--- config.mk ---
export PLATFORM = sky130hd
export DESIGN_NAME = in_order_result_reorder_buffer
export DESIGN_NICKNAME = d
export VERILOG_FILES = /design/src/sv/iorb_pkg.sv /design/src/sv/iorb_slot_ram.sv /design/src/sv/iorb_dist.sv /design/src/sv/iorb_ctrl.sv /design/src/sv/in_order_result_reorder_buffer.sv
export SDC_FILE = /design/constraint.sdc
export NUM_CORES = 1
export LEC_CHECK = 0
export ABC_AREA = 0
export BUFFER_PORTS_ARGS = -buffer_cell sky130_fd_sc_hd__buf_4
export CORE_ASPECT_RATIO = 1.2
export CORE_MARGIN = 5
export CORE_UTILIZATION = 45
export DETAILED_ROUTE_END_ITERATION = 6
export PLACE_DENSITY_LB_ADDON = 0.05
export SYNTH_ARGS = -nofsm -noshare
export SYNTH_HDL_FRONTEND = slang
export SYNTH_SLANG_ARGS = --single-unit
export TNS_END_PERCENT = 10
--- constraint.sdc ---
create_clock -name aclk -period 15.27 [get_ports aclk]
set_input_delay 2.2905 -clock aclk [delete_from_list [all_inputs] [get_ports aclk]]
set_output_delay 2.2905 -clock aclk [all_outputs]
set_load 0.02 [all_outputs]
--- src/sv/iorb_pkg.sv ---
// Shared types and constants for the in-order result reorder buffer.
package iorb_pkg;

    localparam int SEQ_W  = 16;
    localparam int WORD_W = 32;

    // Sequencer states, one-hot.
    typedef enum logic [5:0] {
        ST_CLEAR = 6'b000001,
        ST_IDLE  = 6'b000010,
        ST_EVAL  = 6'b000100,
        ST_FLUSH = 6'b001000,
        ST_READ  = 6'b010000,
        ST_CHECK = 6'b100000
    } state_t;

    // Result status codes.
    localparam logic STATUS_IN_ORDER = 1'b0;
    localparam logic STATUS_REJECT   = 1'b1;

    // Classification of an incoming sequence number.
    typedef struct packed {
        logic in_order;
        logic in_window;
    } dist_flags_t;

    // One result on its way to the output register.
    typedef struct packed {
        logic [SEQ_W-1:0]  seq;
        logic [WORD_W-1:0] main;
        logic [WORD_W-1:0] debug;
        logic              status;
        logic              last;
    } res_t;

endpackage

--- src/sv/iorb_slot_ram.sv ---
// Slot memory: one write port, one read port, registered read data.
module iorb_slot_ram #(
    parameter int DEPTH = 16,
    parameter int WIDTH = 65
) (
    input  logic                     aclk,
    input  logic                     we,
    input  logic [$clog2(DEPTH)-1:0] waddr,
    input  logic [WIDTH-1:0]         wdata,
    input  logic                     re,
    input  logic [$clog2(DEPTH)-1:0] raddr,
    output logic [WIDTH-1:0]         rdata
);

    logic [WIDTH-1:0] mem_reg [DEPTH];
    logic [WIDTH-1:0] rdata_reg;

    always_ff @(posedge aclk) begin
        if (we) begin
            mem_reg[waddr] <= wdata;
        end
    end

    always_ff @(posedge aclk) begin
        if (re) begin
            rdata_reg <= mem_reg[raddr];
        end
    end

    assign rdata = rdata_reg;

endmodule

--- src/sv/iorb_dist.sv ---
// Distance unit: classifies a sequence number and computes slot and pointer steps.
module iorb_dist #(
    parameter int WINDOW = 16
) (
    input  logic [iorb_pkg::SEQ_W-1:0]  seq,
    input  logic [iorb_pkg::SEQ_W-1:0]  next_exp,
    input  logic [$clog2(WINDOW)-1:0]   head,
    output iorb_pkg::dist_flags_t       flags,
    output logic [$clog2(WINDOW)-1:0]   slot_idx,
    output logic [$clog2(WINDOW)-1:0]   head_inc,
    output logic [iorb_pkg::SEQ_W-1:0]  seq_inc
);

    localparam int IDX_W = $clog2(WINDOW);

    logic [iorb_pkg::SEQ_W-1:0] seq_diff;
    logic [IDX_W:0]             slot_sum;

    always_comb begin
        seq_diff        = seq - next_exp;
        flags.in_order  = (seq_diff == '0);
        flags.in_window = (seq_diff < iorb_pkg::SEQ_W'(WINDOW));
        // head + seq_diff stays below twice the window: one compare and subtract
        slot_sum = {1'b0, head} + {1'b0, seq_diff[IDX_W-1:0]};
        if (slot_sum >= (IDX_W+1)'(WINDOW)) begin
            slot_sum = slot_sum - (IDX_W+1)'(WINDOW);
        end
        slot_idx = slot_sum[IDX_W-1:0];
        head_inc = (head == IDX_W'(WINDOW - 1)) ? '0 : head + 1'b1;
        seq_inc  = next_exp + 1'b1;
    end

endmodule

--- src/sv/iorb_ctrl.sv ---
// Sequencer: accepts one transaction, parks it or releases it and drains parked successors.
module iorb_ctrl #(
    parameter int WINDOW       = 16,
    parameter int PAYLOAD_BITS = 32
) (
    input  logic                           aclk,
    input  logic                           aresetn,
    input  logic                           in_valid,
    output logic                           in_ready,
    input  logic [iorb_pkg::SEQ_W-1:0]     in_seq,
    input  logic [iorb_pkg::WORD_W-1:0]    in_main,
    input  logic [iorb_pkg::WORD_W-1:0]    in_debug,
    output logic                           res_valid,
    input  logic                           res_ready,
    output iorb_pkg::res_t                 res
);

    localparam int IDX_W  = $clog2(WINDOW);
    localparam int KEEP_W = (PAYLOAD_BITS < iorb_pkg::WORD_W) ? PAYLOAD_BITS
                                                              : iorb_pkg::WORD_W;
    localparam int ENT_W  = 1 + 2 * KEEP_W;

    iorb_pkg::state_t state_reg, state_next;

    logic [iorb_pkg::SEQ_W-1:0] next_exp_reg, next_exp_next;
    logic [IDX_W-1:0]           head_reg, head_next;
    logic [IDX_W-1:0]           clr_reg, clr_next;
    logic [iorb_pkg::SEQ_W-1:0] cur_seq_reg, cur_seq_next;
    logic [KEEP_W-1:0]          cur_main_reg, cur_main_next;
    logic [KEEP_W-1:0]          cur_dbg_reg, cur_dbg_next;
    logic                       cur_status_reg, cur_status_next;

    iorb_pkg::dist_flags_t      flags;
    logic [IDX_W-1:0]           slot_idx;
    logic [IDX_W-1:0]           head_inc;
    logic [iorb_pkg::SEQ_W-1:0] seq_inc;

    logic                       ram_we;
    logic [IDX_W-1:0]           ram_waddr;
    logic [ENT_W-1:0]           ram_wdata;
    logic                       ram_re;
    logic [ENT_W-1:0]           ram_rdata;
    logic                       rd_valid;

    iorb_dist #(
        .WINDOW(WINDOW)
    ) u_dist (
        .seq      (cur_seq_reg),
        .next_exp (next_exp_reg),
        .head     (head_reg),
        .flags    (flags),
        .slot_idx (slot_idx),
        .head_inc (head_inc),
        .seq_inc  (seq_inc)
    );

    iorb_slot_ram #(
        .DEPTH(WINDOW),
        .WIDTH(ENT_W)
    ) u_ram (
        .aclk  (aclk),
        .we    (ram_we),
        .waddr (ram_waddr),
        .wdata (ram_wdata),
        .re    (ram_re),
        .raddr (head_reg),
        .rdata (ram_rdata)
    );

    // entry layout: {valid, main, debug}
    assign rd_valid = ram_rdata[ENT_W-1];
    assign in_ready = (state_reg == iorb_pkg::ST_IDLE);
    assign ram_re   = (state_reg == iorb_pkg::ST_READ);

    always_comb begin
        state_next      = state_reg;
        next_exp_next   = next_exp_reg;
        head_next       = head_reg;
        clr_next        = clr_reg;
        cur_seq_next    = cur_seq_reg;
        cur_main_next   = cur_main_reg;
        cur_dbg_next    = cur_dbg_reg;
        cur_status_next = cur_status_reg;
        ram_we          = 1'b0;
        ram_waddr       = head_reg;
        ram_wdata       = '0;
        res_valid       = 1'b0;
        res.seq         = cur_seq_reg;
        res.main        = '0;
        res.main[KEEP_W-1:0]  = cur_main_reg;
        res.debug       = '0;
        res.debug[KEEP_W-1:0] = cur_dbg_reg;
        res.status      = cur_status_reg;
        res.last        = 1'b1;

        case (state_reg)
            iorb_pkg::ST_CLEAR: begin
                ram_we    = 1'b1;
                ram_waddr = clr_reg;
                clr_next  = clr_reg + 1'b1;
                if (clr_reg == IDX_W'(WINDOW - 1)) begin
                    state_next = iorb_pkg::ST_IDLE;
                end
            end
            iorb_pkg::ST_IDLE: begin
                if (in_valid) begin
                    cur_seq_next  = in_seq;
                    cur_main_next = in_main[KEEP_W-1:0];
                    cur_dbg_next  = in_debug[KEEP_W-1:0];
                    state_next    = iorb_pkg::ST_EVAL;
                end
            end
            iorb_pkg::ST_EVAL: begin
                if (flags.in_order) begin
                    cur_status_next = iorb_pkg::STATUS_IN_ORDER;
                    next_exp_next   = seq_inc;
                    head_next       = head_inc;
                    state_next      = iorb_pkg::ST_READ;
                end else if (flags.in_window) begin
                    ram_we     = 1'b1;
                    ram_waddr  = slot_idx;
                    ram_wdata  = {1'b1, cur_main_reg, cur_dbg_reg};
                    state_next = iorb_pkg::ST_IDLE;
                end else begin
                    cur_status_next = iorb_pkg::STATUS_REJECT;
                    state_next      = iorb_pkg::ST_FLUSH;
                end
            end
            iorb_pkg::ST_FLUSH: begin
                res_valid = 1'b1;
                if (res_ready) begin
                    state_next = iorb_pkg::ST_IDLE;
                end
            end
            iorb_pkg::ST_READ: begin
                state_next = iorb_pkg::ST_CHECK;
            end
            iorb_pkg::ST_CHECK: begin
                // the pending result is last unless the next slot holds a successor
                res_valid = 1'b1;
                res.last  = ~rd_valid;
                if (res_ready) begin
                    if (rd_valid) begin
                        ram_we          = 1'b1;
                        ram_waddr       = head_reg;
                        cur_seq_next    = next_exp_reg;
                        cur_main_next   = ram_rdata[2*KEEP_W-1:KEEP_W];
                        cur_dbg_next    = ram_rdata[KEEP_W-1:0];
                        cur_status_next = iorb_pkg::STATUS_IN_ORDER;
                        next_exp_next   = seq_inc;
                        head_next       = head_inc;
                        state_next      = iorb_pkg::ST_READ;
                    end else begin
                        state_next = iorb_pkg::ST_IDLE;
                    end
                end
            end
            default: begin
                state_next = iorb_pkg::ST_CLEAR;
            end
        endcase
    end

    always_ff @(posedge aclk) begin
        if (!aresetn) begin
            state_reg    <= iorb_pkg::ST_CLEAR;
            next_exp_reg <= '0;
            head_reg     <= '0;
            clr_reg      <= '0;
        end else begin
            state_reg    <= state_next;
            next_exp_reg <= next_exp_next;
            head_reg     <= head_next;
            clr_reg      <= clr_next;
        end
    end

    always_ff @(posedge aclk) begin
        cur_seq_reg    <= cur_seq_next;
        cur_main_reg   <= cur_main_next;
        cur_dbg_reg    <= cur_dbg_next;
        cur_status_reg <= cur_status_next;
    end

endmodule

--- src/sv/in_order_result_reorder_buffer.sv ---
// Top level of the in-order result reorder buffer: stream ports and output register.
//
// Results tagged with a 16-bit sequence number come in on the s_ side and leave on
// the m_ side strictly in sequence order. A number ahead of the expected one by less
// than WINDOW is parked and produces nothing; the expected number is released at once
// followed by every parked successor, the final one marked with m_tlast. Any other
// number comes back at once with m_tuser set (rejected), payloads echoed, m_tlast set.
// Payloads keep their low PAYLOAD_BITS bits (at most 32). After reset the slot memory
// is swept clear before s_tready rises. One transaction is handled at a time, and
// parked successors are drained one by one through the single read port of the slot
// memory; a full output register stalls the sequencer.
module in_order_result_reorder_buffer #(
    parameter int WINDOW       = 16,
    parameter int PAYLOAD_BITS = 32
) (
    input  logic        aclk,
    input  logic        aresetn,
    input  logic        s_tvalid,
    output logic        s_tready,
    input  logic [79:0] s_tdata,   // seq_id[15:0], main_word[47:16], debug_word[79:48]
    output logic        m_tvalid,
    input  logic        m_tready,
    output logic [79:0] m_tdata,   // out_seq[15:0], out_main[47:16], out_debug[79:48]
    output logic        m_tlast,
    output logic        m_tuser    // status: 0 released in order, 1 rejected
);

    logic           res_valid;
    logic           res_ready;
    iorb_pkg::res_t res;

    logic           out_valid_reg, out_valid_next;
    iorb_pkg::res_t out_reg;

    iorb_ctrl #(
        .WINDOW       (WINDOW),
        .PAYLOAD_BITS (PAYLOAD_BITS)
    ) u_ctrl (
        .aclk      (aclk),
        .aresetn   (aresetn),
        .in_valid  (s_tvalid),
        .in_ready  (s_tready),
        .in_seq    (s_tdata[15:0]),
        .in_main   (s_tdata[47:16]),
        .in_debug  (s_tdata[79:48]),
        .res_valid (res_valid),
        .res_ready (res_ready),
        .res       (res)
    );

    assign res_ready = ~out_valid_reg | m_tready;

    always_comb begin
        out_valid_next = out_valid_reg;
        if (res_ready) begin
            out_valid_next = res_valid;
        end
    end

    always_ff @(posedge aclk) begin
        if (!aresetn) begin
            out_valid_reg <= 1'b0;
        end else begin
            out_valid_reg <= out_valid_next;
        end
    end

    always_ff @(posedge aclk) begin
        if (res_ready && res_valid) begin
            out_reg <= res;
        end
    end

    assign m_tvalid = out_valid_reg;
    assign m_tdata  = {out_reg.debug, out_reg.main, out_reg.seq};
    assign m_tlast  = out_reg.last;
    assign m_tuser  = out_reg.status;

endmodule

==> results of run 1 <==
## layer usage
metal  GRT usage (%)  part of all wire, %  vias up
li1                -                    -    10300
met1            26.5                   43    12700
met2            32.9                   51      568
met3            3.41                  4.2      160
met4            4.93                  2.0        0
met5               0                    0        -
## worst register-to-register path, cell delays in order, from the launching register on
cell,delay (ns)
dfxtp_1,0.43
inv_1,0.09
ha_1,0.27
nor2b_1,0.15
o21a_1,0.17
or3_1,0.37
a2111oi_2,0.70
nand3b_1,0.26
nor4_4,0.06
o21ai_1,0.95
nor4bb_4,1.19
buf_4,0.42
buf_4,0.70
## where the power goes
part | switching (W) | internal (W)
Combinational | 0.000394 | 0.000259
Sequential | 0.0000523 | 0.00417
Clock | 0.00133 | 0.00173
Total | 0.00178 | 0.00615
## through the flow
step / cells / setup WS, ns / area, sq um / total power [W]
5_1_grt: 4224 / 8.63 / 57300 / 0.00823
2_1_floorplan: 2392 / 4.91 / 50100 / 0.00473
4_1_cts: 4224 / 9.00 / 57300 / 0.00804
6_report: 4225 / 9.10 / 57300 / 0.00793
3_3_place_gp: 3985 / 9.19 / 53300 / 0.00495
3_5_place_dp: 3985 / 9.03 / 53300 / 0.00497
## final timing paths
path	slack, ns	from	cells past startpoint	end
worst max-delay path	9.10	u_ctrl.next_exp_reg[1]	12	u_ctrl.u_ram.mem_reg[2][15]
worst max register to register	9.10	u_ctrl.next_exp_reg[1]	12	u_ctrl.u_ram.mem_reg[2][15]
worst min-delay path	0.45	u_ctrl.cur_dbg_reg[28]	0	m_tdata[76]
worst min register to register	0.45	u_ctrl.cur_dbg_reg[28]	0	m_tdata[76]
## cells by family after synthesis
| kind of cell | share of synthesized area [%] |
|---|---|
| AOI/OAI and AO/OA | 1.76 |
| xor gates and xnor gates | 0.157 |
| adders and majority gates | 0.605 |
| buffers and inverters | 1.09 |
| DFF | 77.3 |
| muxes | 14.7 |
| and+or+nand+nor | 4.41 |
## placed cells by master (no fill, tap or decap), types with 15 or more instances in the layout
| master | instances |
|---|---|
| edfxtp_1 | 1268 |
| mux4_2 | 325 |
| nand2_1 | 255 |
| buf_4 | 213 |
| clkbuf_16 | 136 |
| and2_1 | 69 |
| clkbuf_1 | 38 |
| a21oi_1 | 35 |
| o21ai_0 | 33 |
| clkinv_1 | 31 |
| dfxtp_1 | 27 |
| nor2_1 | 25 |
| inv_1 | 23 |
| ha_1 | 21 |
| or3_1 | 20 |
| nand3_1 | 17 |
| clkinv_2 | 15 |
## final cells by class
class	count	area, sq um	area share, %
Tap cell	1496	1870	3.27
Antenna cell	1	2.50	0.00437
Sequential cell	1299	38700	67.6
Multi-Input combinational cell	951	11000	19.1
Timing Repair Buffer	214	1620	2.83
Clock inverter	64	475	0.830
Clock buffer	175	3560	6.21
Inverter	25	93.8	0.164
==> flow_summary.yaml, run 1 <==
place:
  place_congestion: 0.839
  hpwl_mm: 60.7
  port_buffers: 167
timing:
  skew_ns: 0.0351
  rsz0062_at_grt: "no"
  hold_viol: 0
  post-route-period-util_pct: 40.4
  max_freq_mhz: 162
  slew_viol_final: 0
  setup_tns_ns: 0
  fin_hold_ws_ns: 0.446
  period_needed_ns: 6.17
  timing.slew.headroom_pct: 19.2
  setup_viol: 0
  worstMarginPinSlew_ns: 1.20
clock_tree:
  tritoncts: "built"
  cts_resized: 0
  cts_sinks: 1299
  clk_path_buf_depth: 3
  h-tree-depth: 4
  post_cts_buffers: 0
  insertion_delay_ns: 0.76
  cts.clk_slew.worst_paths_ns: 0.06
  cts-root-buf: "clkbuf_16"
  cts_buffers: 132
  hold_buffers: 0
yosys:
  synthTopCellsByCount: "edfxtp_1, mux4_2, nand2_1"
  async_flop_share_pct: 0
  synth_area_sq_um: 50100
  synth_top_area_cell: "edfxtp_1"
  synthCells: 2392
  yosys_warnings: 0
  syn_area_per_cell_sq_um: 20.9
  ys_ff_latch: 1299
  synth_cell_types: 67
  synth_edf_count: 1268
  synth_ff_type: "edfxtp_1"
  syn-num-nets: 2499
  yosys-top-cells-area: "edfxtp_1, mux4_2, nand2_1, dfxtp_1, and2_1"
  synth_top_area_share_pct: 76.0
  synth_most_common_cell: "edfxtp_1"
  ys_seq_area_share_pct: 77.3
hold_path:
  hold_path.class: "flop to flop"
final_layout:
  utilization_pct: 51.7
  syn_to_final_growth_pct: 14.4
  fill_cells: 8767
  drive_above_1_share_pct: 27.3
  fin_nets: 2730
  largest_reg_flops: 1040
power:
  p_leak_nw: 20.0
  peakVddDrop_mv: 0.111
  power.density_nw_per_um2: 138
detailed_routing:
  drt_iter0_drc: 1905
  drc_errors: 0
  dr_total_vias: 23700
  viasPerCell: 5.61
  wl_per_cell_um: 27.0
  drt-total-wl_mm: 114
  dr.pass1.iters: 5
  final_antenna_net_count: 0
worst_setup_path:
  path_cells: "inv_1 > ha_1 > nor2b_1 > o21a_1 > or3_1 > a2111oi_2 > nand3b_1 > nor4_4 > o21ai_1 > nor4bb_4 > buf_4 > buf_4"
  slowest_stage: "nor4bb_4"
  path_class: "flop to flop"
  slowest_delay_ns: 1.19
  cp_common_cell: "buf_4"
  cpLargestDelayFamily: "simple AND/OR/NAND/NOR gates"
  crit_path_max_fanout: 40
  critPathCaptureType: "flop"
  cp.required_ns: 15.64
  cp.arrival_ns: 6.54
  path_buf_inv: 3
  crit_path_start_kind: "flop"
grt:
  grt_usage_pct: 19.4
  grt_antenna_before_repair: 3
  grt_overflow: 0
  grt_pass1_wl_mm: 170
  grt_pass1_vias: 25700
  grt_max_degree: 99
floorplan:
  initial_core_util_pct: 45.2
  core-area_sq_um: 111000
  die_area_sq_um: 118000
  row_count: 134
  die_y_um: 375
  pin_count: 168
  die_w_um: 315
job:
  drv_cap: 0
run_status:
  status: "finished clean"
Power figures use the tool's default switching activity.
==> run 2: changes to the inputs <==
==> constraint.sdc (replaced) <==
create_clock -name aclk -period 6 [get_ports aclk]
set_input_delay 0.9 -clock aclk [delete_from_list [all_inputs] [get_ports aclk]]
set_output_delay 0.9 -clock aclk [all_outputs]
set_load 0.02 [all_outputs]
==> run 2 against run 1 <==
Flip-flop and latch count did not move. Register-to-register slack got worse by 8.3 ns. Worst setup slack got worse by 8.3 ns. Clock power rose to 2.6 times the previous value. Maximum frequency is 19% higher. Clock skew down 0.013 ns. Final cell count grew 0.38%. Routed wire length increased by 1.3%. Global-route usage increased by 0.24 points. Largest power group unchanged.
==> flow_summary.yaml, run 2 (synthesis results as in run 1) <==
clock_tree:
  cts.clk_slew.worst_paths_ns: 0.06
  cts_resized: 0
  hold_buffers: 0
  post_cts_buffers: 0
  h-tree-depth: 4
  cts_buffers: 133
  clk_path_buf_depth: 3
  cts-root-buf: "clkbuf_16"
  cts_sinks: 1299
  insertion_delay_ns: 0.75
  tritoncts: "built"
timing:
  timing.slew.headroom_pct: 24.6
  hold_viol: 0
  rsz0062_at_grt: "no"
  setup_viol: 0
  post-route-period-util_pct: 86.5
  worstMarginPinSlew_ns: 1.13
  slew_viol_final: 0
  period_needed_ns: 5.19
  max_freq_mhz: 193
  skew_ns: 0.0219
  fin_hold_ws_ns: 0.414
floorplan:
  die_w_um: 315
  die_y_um: 375
  die_area_sq_um: 118000
  core-area_sq_um: 111000
  row_count: 134
  initial_core_util_pct: 45.2
  pin_count: 168
final_layout:
  utilization_pct: 52.1
  syn_to_final_growth_pct: 15.4
  antenna_cells: 0
  stdcell_area_sq_um: 57800
  layout_commonest_cell: "edfxtp_1"
  drive_above_1_share_pct: 27.9
  fin_nets: 2745
  stdcell_count: 4241
  final_cell_mix: "edfxtp_1, mux4_2, nand2_1"
  largest_reg_flops: 1040
worst_setup_path:
  crit_path_max_fanout: 44
  path_class: "flop to flop"
  cp.required_ns: 6.38
  slowest_delay_ns: 0.62
  crit_path_start_kind: "flop"
  path_cells: "ha_1 > a21oi_1 > a21boi_1 > o32a_1 > o2111ai_1 > nor4_1 > nand4_1 > nor4_4 > buf_4 > a21oi_1 > nor4b_4 > buf_4"
  critPathCaptureType: "flop"
  slowest_stage: "buf_4"
  cp.arrival_ns: 5.56
place:
  place_congestion: 0.819
  hpwl_mm: 65.4
  postPlaceCellArea_sq_um: 53600
  port_buffers: 167
  dp_cells: 3999
grt:
  grt_overflow: 0
  grt_max_degree: 121
  grt_antenna_before_repair: 2
  grt_usage_pct: 19.7
  grt_pass1_vias: 25500
  grt_pass1_wl_mm: 171
detailed_routing:
  viasPerCell: 5.61
  drc_errors: 0
  dr_total_vias: 23800
  drt-total-wl_mm: 115
  wl_per_cell_um: 27.2
  drt_iter0_drc: 1997
  final_antenna_net_count: 0
  dr.pass1.iters: 7
power:
  switching_power_w: 0.00453
  switching_share_pct: 22.2
  total_power_w: 0.0204
  p_comb_share_pct: 8.4
  p_leak_nw: 20.2
  seqPwrFrac_pct: 52.6
  clockPowerShare_pct: 39.0
  peakVddDrop_mv: 0.477
  power.density_nw_per_um2: 353
  p_int_w: 0.0159
job:
  drv_cap: 0
hold_path:
  hold_path.class: "input port to flop"
run_status:
  status: "finished clean"
==> run 2: changes by cell type in the layout (fill, tap and decap cells not counted), moves of 2 or more <==
cell	change
buf_12	+14
bufinv_16	+3
clkbuf_1	-12
clkbuf_16	+3
clkinv_1	+8
clkinv_2	+4
clkinvlp_4	-2
nor4_2	-2
nor4_4	+2
nor4b_2	-5
nor4b_4	+5
==> run 2: area by class of cell <==
class / count / area, sq um
clock buffer: 165 / 3580
clock inverter: 77 / 608
fill: 8763 / 53000
inverter: 25 / 93.8
multi-input combinational: 951 / 11000
sequential: 1299 / 38700
tap: 1496 / 1870
timing repair buffer: 228 / 1900
==> run 2: layer usage <==
metal	track usage [%]	vias up	wire (um)
met5	0	-	0
li1	-	10300	-
met3	3.78	115	5750
met2	33.1	607	58700
met1	27.2	12700	49400
met4	4.09	0	1620
==> run 2: power groups by stage <==
stage / Clock (W) / Sequential, W / Combinational (W)
final: 0.00796 / 0.0107 / 0.00172
after global routing: 0.00855 / 0.0108 / 0.00186
after CTS: 0.00818 / 0.0107 / 0.00178
after detailed placement: 0 / 0.0109 / 0.00177
after global placement: 0 / 0.0109 / 0.00176
after floorplan: 0 / 0.0110 / 0.00101
==> run 2: worst max-delay path: cells and delay by family (launching register included) <==
kind / cells / cell delay, ns
and+or+nand+nor: 4 / 1.37
AOI/OAI and AO/OA: 5 / 1.32
DFF: 1 / 0.40
buffers and inverters: 2 / 1.20
adders and majority gates: 1 / 0.46
==> run 2: metrics by stage <==
stage                     setup TNS [ns]  setup WS [ns]
final                                  0          0.812
after global routing                   0          0.485
after CTS                              0          0.824
after detailed placement               0          0.874
after global placement                 0          0.903
after floorplan                  -547.30          -1.12
==> run 2: final timing paths <==
path,from,endpoint,slack [ns],cells past startpoint
worst max-delay path,u_ctrl.cur_seq_reg[8],u_ctrl.u_ram.mem_reg[8][27],0.81,12
worst min-delay path,s_tdata[76],u_ctrl.cur_dbg_reg[28],0.41,3
worst max register to register,u_ctrl.cur_seq_reg[8],u_ctrl.u_ram.mem_reg[8][27],0.81,12
worst min register to register,u_ctrl.cur_main_reg[25],m_tdata[41],0.44,0
==> run 3: changes to the inputs <==
--- a/config.mk
+++ b/config.mk
@@ -10,6 +10,7 @@
 export CORE_ASPECT_RATIO = 1.2
 export CORE_MARGIN = 5
 export CORE_UTILIZATION = 45
+export CTS_BUF_LIST = sky130_fd_sc_hd__clkbuf_4
 export DETAILED_ROUTE_END_ITERATION = 6
 export PLACE_DENSITY_LB_ADDON = 0.05
 export SYNTH_ARGS = -nofsm -noshare
==> constraint.sdc (replaced) <==
create_clock -name aclk -period 6 [get_ports aclk]
set_input_delay 0 -clock aclk [delete_from_list [all_inputs] [get_ports aclk]]
set_output_delay 0 -clock aclk [all_outputs]
set_load 0.02 [all_outputs]
==> run 3 against run 2 <==
Clock skew grew 0.055 ns. Count of clock-buffer cells in the layout grew 312. Flip-flop and latch count unchanged. Combinational power up 6%. Critical endpoint is now u_ctrl.u_ram.mem_reg[11][49]. Worst setup slack better by 0.035 ns. Die area unchanged. First-iteration DRC count is 0.45% lower. Non-clock buffer count is 180 higher.
==> flow_summary.yaml, run 3 (synthesis results as in run 1) <==
detailed_routing:
  viasPerCell: 5.43
  drc_errors: 0
  drt_iter0_drc: 1988
  drt-total-wl_mm: 119
  dr_total_vias: 25800
  wl_per_cell_um: 25.0
  final_antenna_net_count: 0
  dr.pass1.iters: 5
clock_tree:
  cts_buffers: 338
  h-tree-depth: 5
  post_cts_buffers: 0
  clk_path_buf_depth: 4
  cts_resized: 0
  insertion_delay_ns: 1.22
  cts.clk_slew.worst_paths_ns: 0.06
  tritoncts: "built"
  cts_sinks: 1299
  hold_buffers: 180
  cts-root-buf: "clkbuf_4"
timing:
  setup_viol: 0
  period_needed_ns: 5.15
  max_freq_mhz: 194
  post-route-period-util_pct: 85.9
  skew_ns: 0.0770
  worstMarginPinSlew_ns: 1.18
  timing.slew.headroom_pct: 21.7
  hold_viol: 0
  slew_viol_final: 0
  rsz0062_at_grt: "no"
grt:
  grt_antenna_before_repair: 5
  grt_pass1_vias: 28000
  grt_usage_pct: 20.3
  grt_pass1_wl_mm: 178
  grt_overflow: 0
  grt_max_degree: 121
final_layout:
  fin_nets: 3130
  final_cell_mix: "edfxtp_1, clkbuf_4, mux4_2"
  syn_to_final_growth_pct: 18.5
  layout_commonest_cell: "edfxtp_1"
  stdcell_area_sq_um: 59400
  largest_reg_flops: 1040
  drive_above_1_share_pct: 33.3
run_status:
  status: "finished clean"
floorplan:
  core-area_sq_um: 111000
  initial_core_util_pct: 45.2
  die_y_um: 375
  die_w_um: 315
  die_area_sq_um: 118000
  row_count: 134
  pin_count: 168
job:
  drv_cap: 0
worst_setup_path:
  cp.required_ns: 6.81
  reg2reg_from: "u_ctrl.cur_seq_reg[0]"
  startpoint: "u_ctrl.cur_seq_reg[0]"
  path_class: "flop to flop"
  critPathCaptureType: "flop"
  reg2regPathDepth: 13
  crit_path_start_kind: "flop"
  cp.arrival_ns: 5.96
  crit_path_max_fanout: 23
power:
  total_power_w: 0.0196
  power.density_nw_per_um2: 331
  p_leak_nw: 21.3
  peakVddDrop_mv: 0.328
place:
  place_congestion: 0.823
  port_buffers: 167
  postPlaceCellArea_sq_um: 53600
  hpwl_mm: 65.2
hold_path:
  hold_path.class: "input port to flop"
  hold_start: "s_tdata[18]"
  whs_path_depth: 5
## run 3: path summary, 6_finish.rpt
kind / end / slack (ns)
setup / recovery: u_ctrl.u_ram.mem_reg[11][49] / 0.85
hold / removal: u_ctrl.cur_main_reg[2] / 0.15
setup reg to reg: u_ctrl.u_ram.mem_reg[11][49] / 0.85
hold reg to reg: m_tdata[39] / 0.44
## run 3: stage by stage
| step | util (%) | cells | hold WS, ns | TNS (ns) | setup slack [ns] |
|---|---|---|---|---|---|
| global placement | 48.4 | 3999 | 0.264 | 0 | 0.938 |
| global route | 53.6 | 4747 | 0.0117 | 0 | 0.500 |
| CTS | 53.6 | 4741 | 0.00146 | 0 | 0.829 |
| floorplan | - | 2392 | 0.181 | -547.30 | -1.12 |
| finish | 53.6 | 4747 | 0.154 | 0 | 0.846 |
| detailed placement | 48.4 | 3999 | 0.269 | 0 | 0.869 |
## run 3: routing by layer
| layer | up-vias | global-route usage (%) | share of wire (%) |
|---|---|---|---|
| li1 | 11300 | - | - |
| met1 | 13600 | 27.5 | 43 |
| met2 | 721 | 34.0 | 51 |
| met3 | 133 | 4.48 | 4.9 |
| met4 | 0 | 5.24 | 1.2 |
| met5 | - | 0 | 0 |
## run 3: cell type report
| cell class | instances | area (sq um) |
|---|---|---|
| sequential | 1299 | 38700 |
| inverter | 25 | 93.8 |
| clock inverter | 85 | 365 |
| timing repair buffer | 408 | 3700 |
| clock buffer | 477 | 3580 |
| fill | 8901 | 51500 |
| antenna | 6 | 15.0 |
| tap | 1496 | 1870 |
| multi-input combinational | 951 | 11000 |
## run 3: worst max-delay path, stage by stage (launching register included)
cell	delay (ns)
edfxtp_1	0.35
inv_1	0.05
ha_1	0.21
fa_1	0.41
nor2b_1	0.17
o31a_1	0.24
o21ai_2	0.15
o211a_1	0.27
nor4_1	0.43
nand3_1	0.26
o311ai_1	0.29
nand2_1	0.57
and4b_4	0.85
buf_4	0.50
## run 3: where the power goes
| part | total, W | switching [W] | internal (W) |
|---|---|---|---|
| registers | 0.0107 | 0.000133 | 0.0106 |
| clock network | 0.00708 | 0.00340 | 0.00368 |
| logic | 0.00183 | 0.00105 | 0.000781 |
| total | 0.0196 | 0.00458 | 0.0151 |
